`src/sv/mwps_pkg.sv`:
```
// ----------------------------------------------------------------------------
// mwps_pkg
// types, sizes and helpers for the multichannel wavetable phase stepper
// ----------------------------------------------------------------------------
`timescale 1ns / 1ps

package mwps_pkg;

  localparam int CHANNELS = 4;
  localparam int STEPS    = 8;
  localparam int PHASES   = 4;

  localparam int GROUP     = PHASES + 1;
  localparam int PIN_W     = 20;
  localparam int PIN_IDX_W = $clog2(PIN_W);
  localparam int CH_W      = (CHANNELS > 1) ? $clog2(CHANNELS) : 1;
  localparam int STEP_W    = $clog2(STEPS);
  localparam int TOTAL_W   = $clog2(CHANNELS + 1);
  localparam int WAVE_W    = 32;
  localparam int PERIOD_W  = 16;

  localparam logic [1:0] FUNC_TICK     = 2'd0;
  localparam logic [1:0] FUNC_NOTE_ON  = 2'd1;
  localparam logic [1:0] FUNC_NOTE_OFF = 2'd2;
  localparam logic [1:0] FUNC_STOP_ALL = 2'd3;

  typedef struct packed {
    logic [1:0]          func;
    logic [1:0]          channel_index;
    logic [PERIOD_W-1:0] note_period;
  } in_t;

  typedef struct packed {
    logic [PIN_W-1:0] pin_levels;
    logic [2:0]       active_count;
  } out_t;

  // phase pattern of one wavetable row, bits past the register read low
  function automatic logic [PHASES-1:0] wave_row(logic [WAVE_W-1:0] wave,
                                                 logic [STEP_W-1:0] s);
    logic [PHASES-1:0] row;
    int pos;
    row = '0;
    for (int p = 0; p < PHASES; p++) begin
      pos = int'(s) * PHASES + p;
      if (pos < WAVE_W) begin
        row[p] = wave[5'(pos)];
      end
    end
    return row;
  endfunction

  // active count as reported, saturating at seven
  function automatic logic [2:0] sat_count(logic [TOTAL_W-1:0] total);
    logic [2:0] res;
    if (int'(total) > 7) begin
      res = 3'd7;
    end else begin
      res = 3'(total);
    end
    return res;
  endfunction

endpackage

```
`src/sv/multichannel_wavetable_phase_stepper.sv`:
```
// ----------------------------------------------------------------------------
// multichannel_wavetable_phase_stepper
// per-channel period counters step a wavetable onto each channel's phase pins
// ----------------------------------------------------------------------------
// note on, note off, stop all and idle ticks give a result in the next cycle;
// a tick with an active channel first walks all channels: one shared compare
// and increment unit visits one channel per cycle, each with its own counter
// the input stalls while a tick walks the channels or a result waits to be taken
// reset clears all periods, counters, steps, pins, count and the wavetable
`timescale 1ns / 1ps

module multichannel_wavetable_phase_stepper import mwps_pkg::*; (
  input  logic                clk_i,
  input  logic                rst_ni,
  input  logic                in_valid_i,
  output logic                in_stall_o,
  input  in_t                 in_data_i,
  output logic                out_valid_o,
  input  logic                out_stall_i,
  output out_t                out_data_o,
  input  logic                cfg_we_i,
  input  logic [WAVE_W-1:0]   cfg_wdata_i
);

  localparam logic ST_IDLE = 1'b0;
  localparam logic ST_TICK = 1'b1;

  logic                state_q, state_d;
  logic [CH_W-1:0]     ch_q, ch_d;
  logic                out_valid_q, out_valid_d;
  logic [WAVE_W-1:0]   wave_q;
  logic [PERIOD_W-1:0] period_q [CHANNELS];
  logic [PERIOD_W-1:0] period_d [CHANNELS];
  logic [PERIOD_W-1:0] cnt_q    [CHANNELS];
  logic [PERIOD_W-1:0] cnt_d    [CHANNELS];
  logic [STEP_W-1:0]   step_q   [CHANNELS];
  logic [STEP_W-1:0]   step_d   [CHANNELS];
  logic [CHANNELS-1:0] active_q, active_d;
  logic [TOTAL_W-1:0]  total_q, total_d;
  logic [PIN_W-1:0]    pins_q, pins_d;

  logic            accept;
  logic            ch_ok;
  logic [CH_W-1:0] ch_sel;

  assign in_stall_o  = (state_q != ST_IDLE) | out_valid_q;
  assign accept      = in_valid_i & ~in_stall_o;
  assign ch_ok       = int'(in_data_i.channel_index) < CHANNELS;
  assign ch_sel      = CH_W'(in_data_i.channel_index);
  assign out_valid_o = out_valid_q;

  assign out_data_o.pin_levels   = pins_q;
  assign out_data_o.active_count = sat_count(total_q);

  always_comb begin
    int                pos;
    logic [STEP_W:0]   nxt;
    logic [PHASES-1:0] row;
    state_d     = state_q;
    ch_d        = ch_q;
    out_valid_d = out_valid_q;
    period_d    = period_q;
    cnt_d       = cnt_q;
    step_d      = step_q;
    active_d    = active_q;
    total_d     = total_q;
    pins_d      = pins_q;
    nxt         = '0;
    row         = '0;
    pos         = 0;

    if (out_valid_q && !out_stall_i) begin
      out_valid_d = 1'b0;
    end

    unique case (state_q)
      ST_IDLE: begin
        if (accept) begin
          out_valid_d = 1'b1;
          unique case (in_data_i.func)
            FUNC_TICK: begin
              if (total_q != '0) begin
                out_valid_d = 1'b0;
                state_d     = ST_TICK;
                ch_d        = '0;
              end
            end
            FUNC_NOTE_ON: begin
              if (ch_ok) begin
                active_d[ch_sel] = 1'b1;
                period_d[ch_sel] = in_data_i.note_period;
                if (!active_q[ch_sel]) begin
                  total_d = total_q + TOTAL_W'(1);
                end
                pos = int'(ch_sel) * GROUP;
                if (pos < PIN_W) begin
                  pins_d[PIN_IDX_W'(pos)] = 1'b1;
                end
              end
            end
            FUNC_NOTE_OFF: begin
              if (ch_ok) begin
                active_d[ch_sel] = 1'b0;
                period_d[ch_sel] = '0;
                cnt_d[ch_sel]    = '0;
                if (active_q[ch_sel] && total_q != '0) begin
                  total_d = total_q - TOTAL_W'(1);
                end
                for (int p = 0; p < GROUP; p++) begin
                  pos = int'(ch_sel) * GROUP + p;
                  if (pos < PIN_W) begin
                    pins_d[PIN_IDX_W'(pos)] = 1'b0;
                  end
                end
              end
            end
            FUNC_STOP_ALL: begin
              for (int c = 0; c < CHANNELS; c++) begin
                active_d[c] = 1'b0;
                period_d[c] = '0;
                cnt_d[c]    = '0;
              end
              total_d = '0;
              pins_d  = '0;
            end
          endcase
        end
      end
      ST_TICK: begin
        // shared compare and increment on the channel under visit
        if (period_q[ch_q] != '0) begin
          if (cnt_q[ch_q] >= period_q[ch_q]) begin
            cnt_d[ch_q] = '0;
            nxt = {1'b0, step_q[ch_q]} + (STEP_W + 1)'(1);
            if (int'(nxt) >= STEPS) begin
              nxt = '0;
            end
            step_d[ch_q] = nxt[STEP_W-1:0];
            row = wave_row(wave_q, nxt[STEP_W-1:0]);
            for (int p = 0; p < PHASES; p++) begin
              pos = int'(ch_q) * GROUP + 1 + p;
              if (pos < PIN_W) begin
                pins_d[PIN_IDX_W'(pos)] = row[p];
              end
            end
          end else begin
            cnt_d[ch_q] = cnt_q[ch_q] + PERIOD_W'(1);
          end
        end
        if (ch_q == CH_W'(CHANNELS - 1)) begin
          state_d     = ST_IDLE;
          ch_d        = '0;
          out_valid_d = 1'b1;
        end else begin
          ch_d = ch_q + CH_W'(1);
        end
      end
      default: begin
        state_d = ST_IDLE;
      end
    endcase
  end

  always_ff @(posedge clk_i or negedge rst_ni) begin
    if (!rst_ni) begin
      state_q     <= ST_IDLE;
      ch_q        <= '0;
      out_valid_q <= 1'b0;
      wave_q      <= '0;
      active_q    <= '0;
      total_q     <= '0;
      pins_q      <= '0;
      for (int c = 0; c < CHANNELS; c++) begin
        period_q[c] <= '0;
        cnt_q[c]    <= '0;
        step_q[c]   <= '0;
      end
    end else begin
      state_q     <= state_d;
      ch_q        <= ch_d;
      out_valid_q <= out_valid_d;
      active_q    <= active_d;
      total_q     <= total_d;
      pins_q      <= pins_d;
      period_q    <= period_d;
      cnt_q       <= cnt_d;
      step_q      <= step_d;
      if (cfg_we_i) begin
        wave_q <= cfg_wdata_i;
      end
    end
  end

endmodule

```
`config.mk`:
```
export PLATFORM = sky130hd
export DESIGN_NAME = multichannel_wavetable_phase_stepper
export DESIGN_NICKNAME = d
export VERILOG_FILES = /design/src/sv/mwps_pkg.sv /design/src/sv/multichannel_wavetable_phase_stepper.sv
export SDC_FILE = /design/constraint.sdc
export NUM_CORES = 1
export LEC_CHECK = 0
export BUFFER_PORTS_ARGS = -buffer_cell sky130_fd_sc_hd__buf_2
export CORE_MARGIN = 4
export CORE_UTILIZATION = 25
export CTS_BUF_LIST = sky130_fd_sc_hd__clkbuf_4 sky130_fd_sc_hd__clkbuf_8 sky130_fd_sc_hd__clkbuf_16
export CTS_CLUSTER_SIZE = 30
export DETAILED_ROUTE_END_ITERATION = 10
export GPL_ROUTABILITY_DRIVEN = 1
export HOLD_SLACK_MARGIN = 0.02
export PLACE_DENSITY = 0.39
export SLEW_MARGIN = 25
export SYNTH_ARGS = -nofsm -noshare
export SYNTH_HDL_FRONTEND = slang
export SYNTH_SLANG_ARGS = --single-unit
```
`constraint.sdc`:
```
create_clock -name clk_i -period 4.7 [get_ports clk_i]
set_clock_uncertainty 0.15 [all_clocks]
set_input_delay 0.705 -clock clk_i [delete_from_list [all_inputs] [get_ports clk_i]]
set_output_delay 0.705 -clock clk_i [all_outputs]
set_load 0.1 [all_outputs]
```
# Word level (Yosys, flattened, before mapping)
# Index checks and enable logic that the tools add are counted.
dict set report op_classes {
  add_sub_neg 16
  mul 2
  n_div 0
  n_lt_le_gt_ge 43
  n_eq_ne 14
  shift 0
  mux 138
  n_bitwise 25
  n_reduce_logical 25
}
# operator n
set op_table {}
lappend op_table {{20-bit 2-to-1 mux} 34}
lappend op_table {{64-bit case mux with 2 select lines} 2}
lappend op_table {{32-bit by 6-bit < comparator with 1-bit output, second input constant} 7}
lappend op_table {{64-bit bitwise AND} 3}
lappend op_table {{64-bit 2-to-1 mux} 3}
lappend op_table {{64-bit case mux with 3 select lines} 1}
lappend op_table {{64-bit bitwise mux} 2}
lappend op_table {{64-bit NOT} 2}
lappend op_table {{20-bit bitwise AND} 5}
lappend op_table {{20-bit NOT} 5}
lappend op_table {{32-bit by 3-bit adder with 32-bit output, second input constant} 3}
lappend op_table {{16-bit 2-to-1 mux} 6}
lappend op_table {{5-bit by 7-bit < comparator with 1-bit output, second input constant} 13}
lappend op_table {{20-bit bitwise mux} 4}
lappend op_table {{32-bit by 2-bit adder with 32-bit output, second input constant} 2}
lappend op_table {{16-bit binary-select mux with 2-bit select} 2}
lappend op_table {{16-bit demux with 2-bit select} 2}
lappend op_table {{20-bit case mux with 3 select lines} 1}
lappend op_table {{1-bit demux with 5-bit select} 9}
lappend op_table {{5-bit by 1-bit greater-or-equal comparator with 1-bit output, second input constant} 9}
lappend op_table {{1-bit 2-to-1 mux} 44}
lappend op_table {{20-bit case mux with 2 select lines} 1}
lappend op_table {{3-bit 2-to-1 mux} 9}
lappend op_table {{20-bit OR} 1}
lappend op_table {{53 further kinds} 93}
dict set report word_totals {
  ff_bits 203
  latch_bits 0
  mem_bits_rw 0
  romBits 0
  in_bits 57
  word_cells 282
  mem_count 0
}

# Longest topological paths before layout
# Gate-level depths: netlist of the first run.
dict set report logic_depth {
  depth_word 37
  mapped_depth 16
}

# Worst setup path before layout of the first run
# Ideal clock, no wire load.
dict set report synth_path {
  kind {register to register}
  start {reg ch_q[1]}
  end {reg pins_q[8]}
  setup_ps 99
  arrival_time_ps 3695
  required_time_ps 4451
  setup_slack_ps 756
  path_stages_with_launch 14
  cell_sequence {dfrtp_1 buf_2 buf_1 buf_1 inv_1 ha_1 ha_1 clkbuf_1 a21bo_2 a21boi_0 clkbuf_1 nand2_1 or2_2 a311oi_1}
}
dict set report synth_between {
  elab_chain_len 37
}
# element line_no
set synth_rtl {}
lappend synth_rtl {{from (decl)} multichannel_wavetable_phase_stepper.sv:29} ;# logic [CH_W-1:0] ch_q, ch_d;
lappend synth_rtl {{from (signal assigned)} multichannel_wavetable_phase_stepper.sv:180} ;# ch_q <= ch_d;
lappend synth_rtl {{branches (longest 37 deep; another with 5-bit by 1-bit adder with 6-bit output)} -}
lappend synth_rtl {{to (signal assigned)} multichannel_wavetable_phase_stepper.sv:184} ;# pins_q <= pins_d;
lappend synth_rtl {{to (decl)} multichannel_wavetable_phase_stepper.sv:40} ;# logic [PIN_W-1:0] pins_q, pins_d;
# Parallel ways; which one is timed is not known. The select of a mux whose other input is x is not followed.
# A chain may end at the register's enable or synchronous reset.

# Worst setup path in the final report of the first run
dict set report layout_path {
  start {reg ch_q[0]}
  end {reg pins_q[17]}
}
# The elaborated chain is that of the path after synthesis.

==> results of run 1 <==
## layout make-up
| cell class | count | share of cell area |
|---|---|---|
| clock inverter | 6 | 0.00312 |
| sequential | 203 | 0.384 |
| timing repair buffer | 112 | 0.0527 |
| inverter | 29 | 0.00822 |
| multi-input combinational | 782 | 0.433 |
| clock buffer | 41 | 0.0628 |
| tap | 592 | 0.0559 |
## cell usage in the layout (no fill, tap or decap), types with 28 or more instances in the layout
master	n
dfrtp_1	201
nand2_1	138
o21ai_0	106
buf_2	80
a22o_1	66
a21oi_1	62
nor2_1	57
mux4_2	43
mux2_2	43
ha_1	35
inv_1	28
## flip-flops by register name, indices dropped and copies added (netlist names)
name,count
active_q,4
ch_q,2
cnt_q,64
out_valid_o,1
period_q,64
pins_q,20
state_q,1
step_q,12
total_q,3
wave_q,32
## worst max-delay path, stage by stage (launching register included)
cell      delay [ns]
dfrtp_2         0.61
buf_12          0.26
mux4_2          0.57
ha_1            0.33
nand4_1         0.13
nor3_1          0.19
o211ai_1        0.15
a31oi_2         0.28
or2_1           0.64
nand2_1         0.27
a22o_1          0.29
## layer usage
| layer | vias up | share of wire | wire length, um |
|---|---|---|---|
| met5 | - | 0 | 0 |
| met4 | 0 | 0.022 | 807 |
| met3 | 50 | 0.043 | 1590 |
| met2 | 186 | 0.46 | 17100 |
| met1 | 4593 | 0.48 | 17900 |
| li1 | 4173 | - | - |
## cell families (layout without fill, tap and decap cells)
| kind of cell | count (synthesis) | after routing |
|---|---|---|
| compound gates | 337 | 337 |
| xor+xnor | 14 | 14 |
| mux | 93 | 93 |
| fa+ha+maj | 37 | 37 |
| simple gates | 301 | 301 |
| buf+inv | 108 | 188 |
| flops | 203 | 203 |
## per-stage QoR
step,instance area (um^2),hold WS [ns],utilization,std cells
final,13200,0.0671,0.299,1765
after detailed placement,12400,0.317,0.279,1718
after global routing,13200,0.156,0.299,1765
after floorplan,11200,0.259,-,1093
after CTS,13200,0.132,0.299,1765
after global placement,12400,0.307,0.279,1718
## path summary, 6_finish.rpt
kind / startpoint / to / slack, ns
hold / removal: rst_ni / period_q[59] / 0.07
setup reg to reg: ch_q[0] / pins_q[17] / 0.73
min in group clk_i: cfg_wdata_i[20] / wave_q[20] / 0.24
max in group asynchronous: rst_ni / ch_q[1] / 3.30
hold reg to reg: cnt_q[24] / cnt_q[24] / 0.32
setup / recovery: ch_q[0] / pins_q[17] / 0.73
## power breakdown
part / switching (W) / total (W) / internal [W]
logic: 0.00335 / 0.00511 / 0.00176
registers: 0.000402 / 0.00263 / 0.00223
clock network: 0.000784 / 0.00199 / 0.00121
==> reports/results.ini, run 1 <==
[floorplan]
rows=77
die_area_um2=48400
die_x_um=220
initial_core_util=0.254
die_h_um=220
io_pins=82
core_um2=44300

[synth]
synth-edff-count=0
synth_seq_area_share=0.452
synth_cell_types=68
synthArstFlopShare=1.00
synthFlopType=dfrtp_1
synth_top_area_share=0.452
synth_fa_ha_area_frac=0.0416
synth_cells=1093
avgSynthCellArea_um2=10.3
synth_xor_area_frac=0.0109
ys_seq_elements=203
muxShareOfSynthArea=0.140
yosysMostFrequentCell=dfrtp_1
synth_nets=1186
yosys_warnings=0
synth_top_area_cell=dfrtp_1
synth_top_family_by_area=compound AO/OA/AOI/OAI gates
synth_area_um2=11200
synthTopCellsByCount=dfrtp_1, nand2_1, o21ai_0
synth_compound_area_frac=0.197
yosys.area_share.simple=0.121
yosys-top-cells-area=dfrtp_1, mux4_2, a22o_1, o21ai_0, nand2_1

[timing]
setup_viol=0
rsz0062_at_grt=false
layout_min_cycle_time_ns=3.97
slew-limit-headroom=0.355
slew_viol_final=0
hold_viol=0
setup_slack_ns=0.726
timing.fmax_ghz=0.252
tightest_slew_ns=0.967
tns_ns=0
fin_crit_sh=0.846

[power_and_ir_drop]
ir_drop_mv=0.282
totalPowerFinal_w=0.00973
pwr_density_cell_nw_per_um2=735
cellLeakagePower_nw=5.63

[final_layout]
seqCellArea_um2=5080
area_growth_pct=17.7
diodes=0
layout-drive-gt1-share=0.221
multiInputGateArea_um2=5740
n_fill_cell=4696
nets=1248

[flow_run]
drv_cap=0

[route]
drc=0
drtIter0Drc=650
via_per_inst=5.10
wl_per_cell_um=21.2
drt-pass1-iter-count=5
via_count=9002
detail-route-antenna-nets=0
routed_wl_mm=37.4

[run_status]
status=finished clean

[cts]
clock_sink_count=203
cts_tree=done
cts_resized=0
cts_root_buf=clkbuf_16
numCtsBuffers=27
ctsHoldBuffers=0
insertion_delay_ns=0.54
cts.clk_slew.worst_paths_ns=0.06
ctsHtreeMaxLevel=1
postCtsSetupBuffers=0
clockBufferDepth=3

[place]
gp_congestion=0.866
pre_cts_slack_ns=0.692
portBuffers=81
hpwl_mm=25.7

[setup_path]
required_ns=4.98
startpoint_type=flip-flop
critPathArrivalTime_ns=4.26
end_kind=flip-flop
criticalPathCategory=reg2reg
critical_path_peak_fanout=20
rr_worst_depth=10

[global_routing]
grt_max_degree=112
grt_pass1_wl_mm=58.6
grtUsageMet2=0.244
use_met3=0.0216
grt.busiest_layer=met2
antenna_found_initial=0
grt_pass1_vias=9387
grt.total_usage=0.155
overflow=0
met1_usage=0.226

[worst_hold_path]
hold_class=in2async

Power figures use the tool's default switching activity.
==> inputs of run 2 (changes only) <==
PLACE_DENSITY = 0.4   (was 0.39)
clock period = 3.5 ns   (was 4.7 ns; I/O delays follow)
==> run 2 against run 1 <==
Net effect:
- sequential power is 33% higher
- first-iteration DRC count is 4.3% lower
- critical path depth is 2 higher
- hold slack worse by 0.0055 ns
- sequential share of layout area is 1.6 points lower
==> reports/results.ini, run 2 (same netlist as run 1, synthesis figures left out) <==
[run_status]
status=finished clean  ; unchanged

[worst_hold_path]
hold_class=in2reg  ; was in2async
hold_depth=2

[timing]
layout_min_cycle_time_ns=3.40  ; was 3.97 ns
setup_slack_ns=0.104  ; was 0.726 ns
tightest_slew_ns=0.987  ; was 0.967 ns
holdWs_ns=0.0616  ; was 0.0671 ns
setup_viol=0  ; unchanged
slew_viol_final=0  ; unchanged
rsz0062_at_grt=true  ; was false
hold_viol=0  ; unchanged
fin_crit_sh=0.970  ; was 0.846
timing.fmax_ghz=0.294  ; was 0.252 GHz
slew-limit-headroom=0.342  ; was 0.355

[place]
dp.cells=1761  ; was 1718
portBuffers=81  ; unchanged
hpwl_mm=26.5  ; was 25.7 mm
pre_cts_slack_ns=-0.0174  ; was 0.692 ns
gp_congestion=0.873  ; was 0.866

[route]
via_per_inst=5.08  ; was 5.10
drtIter0Drc=622  ; was 650
drt-pass1-iter-count=5  ; unchanged
routed_wl_mm=38.8  ; was 37.4 mm
via_count=9234  ; was 9002
drc=0  ; unchanged
wl_per_cell_um=21.4  ; was 21.2 um
detail-route-antenna-nets=0  ; unchanged

[global_routing]
grt_max_degree=66  ; was 112
grt_pass1_wl_mm=60.0  ; was 58.6 mm
grt_pass1_vias=9553  ; was 9387
antenna_found_initial=0  ; unchanged
overflow=0  ; unchanged
grt.total_usage=0.159  ; was 0.155

[power_and_ir_drop]
ir_drop_mv=0.558  ; was 0.282 mV
p_sw_frac=0.457  ; was 0.466
pwr-share-clk=0.194  ; was 0.205
cellLeakagePower_nw=5.96  ; was 5.63 nW
totalPowerFinal_w=0.0140  ; was 0.00973 W
cellInternalPower_w=0.00762  ; was 0.00519 W
pwr_density_cell_nw_per_um2=1010  ; was 735 nW/um^2
switching_power_w=0.00640  ; was 0.00454 W
pwr-share-seq=0.249  ; was 0.270
pwr-share-comb=0.557  ; was 0.525

[setup_path]
critPathArrivalTime_ns=3.68  ; was 4.26 ns
criticalPathCategory=reg2reg  ; unchanged
startpoint_type=flip-flop  ; unchanged
end_kind=flip-flop  ; unchanged
critical_path_peak_fanout=13  ; was 20
required_ns=3.78  ; was 4.98 ns
rr_worst_depth=12  ; was 10

[final_layout]
n_fill_cell=4680  ; was 4696
layout_common_cells=dfrtp_1, nand2_1, o21ai_0  ; unchanged
nets=1302  ; was 1248
instances_no_fill=1816  ; was 1765
final_common_cell=dfrtp_1  ; unchanged
diodes=0  ; unchanged
layout-drive-gt1-share=0.257  ; was 0.221
area_growth_pct=23.0  ; was 17.7%
post-route-util=0.312  ; was 0.299
largest_registers=cnt_q: 64 flops, period_q: 64 flops, wave_q: 32 flops  ; unchanged

[floorplan]
die_h_um=220  ; unchanged
die_area_um2=48400  ; unchanged
io_pins=82  ; unchanged
die_x_um=220  ; unchanged
initial_core_util=0.254  ; unchanged
core_um2=44300  ; unchanged
rows=77  ; unchanged

[flow_run]
drv_cap=0  ; unchanged

[cts]
cts.clk_slew.worst_paths_ns=0.07  ; was 0.06 ns
insertion_delay_ns=0.55  ; was 0.54 ns
cts_tree=done  ; unchanged
cts_root_buf=clkbuf_16  ; unchanged
clock_sink_count=203  ; unchanged
numCtsBuffers=25  ; was 27
ctsHtreeMaxLevel=1  ; unchanged
clockBufferDepth=3  ; unchanged

-- run 2: cell type report --
cell class | instances | area, um^2 | area share
multi-input cells | 782 | 5780 | 0.418
repair buffers | 168 | 1260 | 0.0915
clock inverters | 10 | 148 | 0.0107
flip-flops and latches | 203 | 5080 | 0.368
inverters | 29 | 109 | 0.00787
well taps | 592 | 741 | 0.0536
clock buffers | 32 | 703 | 0.0509
-- run 2: what timing repair did --
| item | 4_1_cts | 5_1_grt |
|---|---|---|
| setup endpoints to repair | 2 | 80 |
| pin swaps | 0 | 4 |
| hold buffers | 1 | 0 |
| resized for setup | 1 | 10 |
| gates cloned | 1 | 1 |
| hold endpoints to repair | 48 | 0 |
| buffers inserted | 0 | 10 |
-- run 2: per-layer routing --
layer / part of all wire / GRT usage / wire (um)
met5: 0 / 0 / 0
met4: 0.024 / 0.0421 / 929
met3: 0.043 / 0.0182 / 1690
met2: 0.46 / 0.255 / 17900
met1: 0.47 / 0.229 / 18300
-- run 2: power groups by stage --
| stage | Sequential, W | Clock [W] | Combinational, W |
|---|---|---|---|
| after floorplan | 0.00418 | 0 | 0.00411 |
| after global placement | 0.00353 | 0 | 0.00750 |
| after detailed placement | 0.00352 | 0 | 0.00750 |
| after CTS | 0.00350 | 0.00281 | 0.00758 |
| after global routing | 0.00357 | 0.00288 | 0.00841 |
| final | 0.00349 | 0.00272 | 0.00782 |
-- run 2: final timing paths --
| kind | startpoint | to | slack, ns |
|---|---|---|---|
| max | ch_q[0] | pins_q[3] | 0.10 |
| min | cfg_wdata_i[16] | wave_q[16] | 0.06 |
| max reg2reg | ch_q[0] | pins_q[3] | 0.10 |
| min reg2reg | cnt_q[28] | cnt_q[28] | 0.32 |
| max in group asynchronous | rst_ni | pins_q[18] | 1.92 |
| min in group asynchronous | rst_ni | period_q[23] | 0.34 |
-- run 2: per-stage QoR --
stage	TNS (ns)	instance area [um^2]
finish	0	13800
global route	-0.0667	13800
CTS	0	13700
detailed placement	-0.0174	12800
global placement	0	12800
floorplan	0	11300
-- run 2: worst max-delay path, cell delays in order, from the launching register on --
cell	delay [ns]
dfrtp_2	0.42
buf_4	0.15
mux4_2	0.55
buf_6	0.19
a21bo_1	0.22
mux2i_4	0.18
buf_4	0.19
mux2i_4	0.25
buf_4	0.24
a21oi_1	0.08
a211oi_1	0.27
a311oi_1	0.11
o221a_1	0.26
==> inputs of run 3 (changes only) <==
PLACE_DENSITY = 0.39   (was 0.4)
clock period = 4.4 ns   (was 3.5 ns; I/O delays follow)
==> run 3 against run 2 <==
Net effect:
- combinational power fell by 30%
- die area did not move
- flip-flop and latch count did not move
- first-iteration DRC count rose by 6.8%
- total power fell by 24%
- maximum frequency fell by 9.7%
- via count fell by 1.8%
- global-route usage fell by 0.20 points
- hold slack got worse by 0.044 ns
- critical path depth fell by 4
- register-to-register slack improved by 0.53 ns
- core utilization fell by 1.1 points
- highest routed layer unchanged
==> reports/results.ini, run 3 (same netlist as run 1, synthesis figures left out) <==
[timing]
setup_viol=0  ; unchanged
timing.fmax_ghz=0.266  ; was 0.294 GHz
slew-limit-headroom=0.371  ; was 0.342
setup_slack_ns=0.637  ; was 0.104 ns
tns_ns=0  ; unchanged
hold_viol=0  ; unchanged
fin_crit_sh=0.855  ; was 0.970
tightest_slew_ns=0.943  ; was 0.987 ns
slew_viol_final=0  ; unchanged
rsz0062_at_grt=false  ; was true
layout_min_cycle_time_ns=3.76  ; was 3.40 ns

[floorplan]
initial_core_util=0.254  ; unchanged
rows=77  ; unchanged
io_pins=82  ; unchanged
die_x_um=220  ; unchanged
core_um2=44300  ; unchanged
die_area_um2=48400  ; unchanged
die_h_um=220  ; unchanged

[place]
pre_cts_slack_ns=0.612  ; was -0.0174 ns
hpwl_mm=26.1  ; was 26.5 mm
portBuffers=81  ; unchanged
gp_congestion=0.824  ; was 0.873
dp.cells=1730  ; was 1761

[setup_path]
reg2reg_slack_ns=0.64  ; was 0.10 ns
critical_path_peak_fanout=14  ; was 13
end_kind=flip-flop  ; unchanged
critPathArrivalTime_ns=4.05  ; was 3.68 ns
cp_common_cell=mux4_2  ; was buf_4
crit_chain=mux4_2 -> ha_1 -> mux4_2 -> mux2i_4 -> buf_4 -> a21oi_1 -> or3_1 -> a32o_1  ; was buf_4 -> mux4_2 -> buf_6 -> a21bo_1 -> mux2i_4 -> buf_4 -> mux2i_4 -> buf_4 -> a21oi_1 -> a211oi_1 -> a311oi_1 -> o221a_1
critPathSlowestCell=dfrtp_2  ; was mux4_2
required_ns=4.68  ; was 3.78 ns
cp.buffers_inverters=1  ; was 4
rr_worst_depth=8  ; was 12
startpoint_type=flip-flop  ; unchanged
r2r-start=ch_q[0]  ; unchanged
crit_path_max_incr_delay_ns=0.61  ; was 0.55 ns
criticalPathCategory=reg2reg  ; unchanged
crit-reg2reg-capture=pins_q[19]  ; was pins_q[3]
crit_cells=8  ; was 12
crit_family=multiplexers  ; unchanged

[cts]
clockBufferDepth=3  ; unchanged
ctsHoldBuffers=0  ; was 1
cts_tree=done  ; unchanged
cts_resized=0  ; was 1
ctsHtreeMaxLevel=1  ; unchanged
insertion_delay_ns=0.54  ; was 0.55 ns
cts.clk_slew.worst_paths_ns=0.06  ; was 0.07 ns
clock_sink_count=203  ; unchanged
numCtsBuffers=26  ; was 25
cts_root_buf=clkbuf_16  ; unchanged
postCtsSetupBuffers=0  ; unchanged

[global_routing]
antenna_found_initial=0  ; unchanged
grtUsageMet2=0.255  ; about the same
use_met3=0.0163  ; was 0.0182
grt_max_degree=100  ; was 66
grt.busiest_layer=met2  ; unchanged
met1_usage=0.230  ; was 0.229
grt_pass1_vias=9506  ; was 9553
overflow=0  ; unchanged
grt.total_usage=0.157  ; was 0.159
grt_pass1_wl_mm=59.5  ; was 60.0 mm

[run_status]
status=finished clean  ; unchanged

[final_layout]
layout_common_cells=dfrtp_1, nand2_1, o21ai_0  ; unchanged
post-route-util=0.301  ; was 0.312
final_common_cell=dfrtp_1  ; unchanged
nets=1259  ; was 1302
multiInputGateArea_um2=5740  ; was 5780 um^2
instances_no_fill=1773  ; was 1816
n_fill_cell=4667  ; was 4680
area_growth_pct=18.8  ; was 23.0%
layout-drive-gt1-share=0.225  ; was 0.257
diodes=0  ; unchanged
largest_registers=cnt_q: 64 flops, period_q: 64 flops, wave_q: 32 flops  ; unchanged
seqCellArea_um2=5080  ; unchanged

[power_and_ir_drop]
ir_drop_mv=0.352  ; was 0.558 mV
cellLeakagePower_nw=5.70  ; was 5.96 nW
pwr_density_cell_nw_per_um2=793  ; was 1010 nW/um^2

[route]
via_count=9068  ; was 9234
wl_per_cell_um=21.4  ; about the same
drtIter0Drc=664  ; was 622
routed_wl_mm=37.9  ; was 38.8 mm
drc=0  ; unchanged
drt-pass1-iter-count=6  ; was 5
detail-route-antenna-nets=0  ; unchanged
via_per_inst=5.11  ; was 5.08

[worst_hold_path]
hold_class=in2async  ; was in2reg

[flow_run]
drv_cap=0  ; unchanged

[run 3: cell types whose count changed in the layout (fill, tap and decap cells not counted), moves of 2 or more]
cell	change
buf_4	-30
clkinv_2	-2
buf_12	-9
buf_6	-2
[run 3: per-layer routing]
metal,up-vias,wire length (um)
met5,-,0
met1,4648,18200
met3,32,1510
met4,0,493
met2,198,17700
li1,4190,-
[run 3: worst max-delay path by stage]
stage / slack, ns / end / start
finish: 0.64 / pins_q[19] / ch_q[0]
global route: 0.28 / pins_q[11] / ch_q[0]
CTS: 0.58 / pins_q[17] / ch_q[0]
detailed placement: 0.61 / pins_q[11] / ch_q[0]
global placement: 0.60 / pins_q[11] / ch_q[0]
floorplan: 0.46 / pins_q[8] / ch_q[1]
[run 3: stage by stage]
step	power (W)	hold slack, ns	area, um^2
2_1_floorplan	0.00653	0.214	11200
3_3_place_gp	0.00834	0.307	12400
3_5_place_dp	0.00833	0.315	12400
4_1_cts	0.0107	0.0514	13400
5_1_grt	0.0113	0.0821	13400
6_report	0.0106	0.0172	13400
[run 3: area by class of cell]
class,count,share of cell area
clock buffer,37,0.0590
clock inverter,6,0.00974
inverter,29,0.00815
multi-input combinational,782,0.429
sequential,203,0.380
tap,592,0.0554
timing repair buffer,124,0.0581
[run 3: power breakdown]
group | leakage [nW] | switching, W | internal (W)
logic | 2.58 | 0.00359 | 0.00191
registers | 2.66 | 0.000422 | 0.00238
clock network | 0.459 | 0.000834 | 0.00146
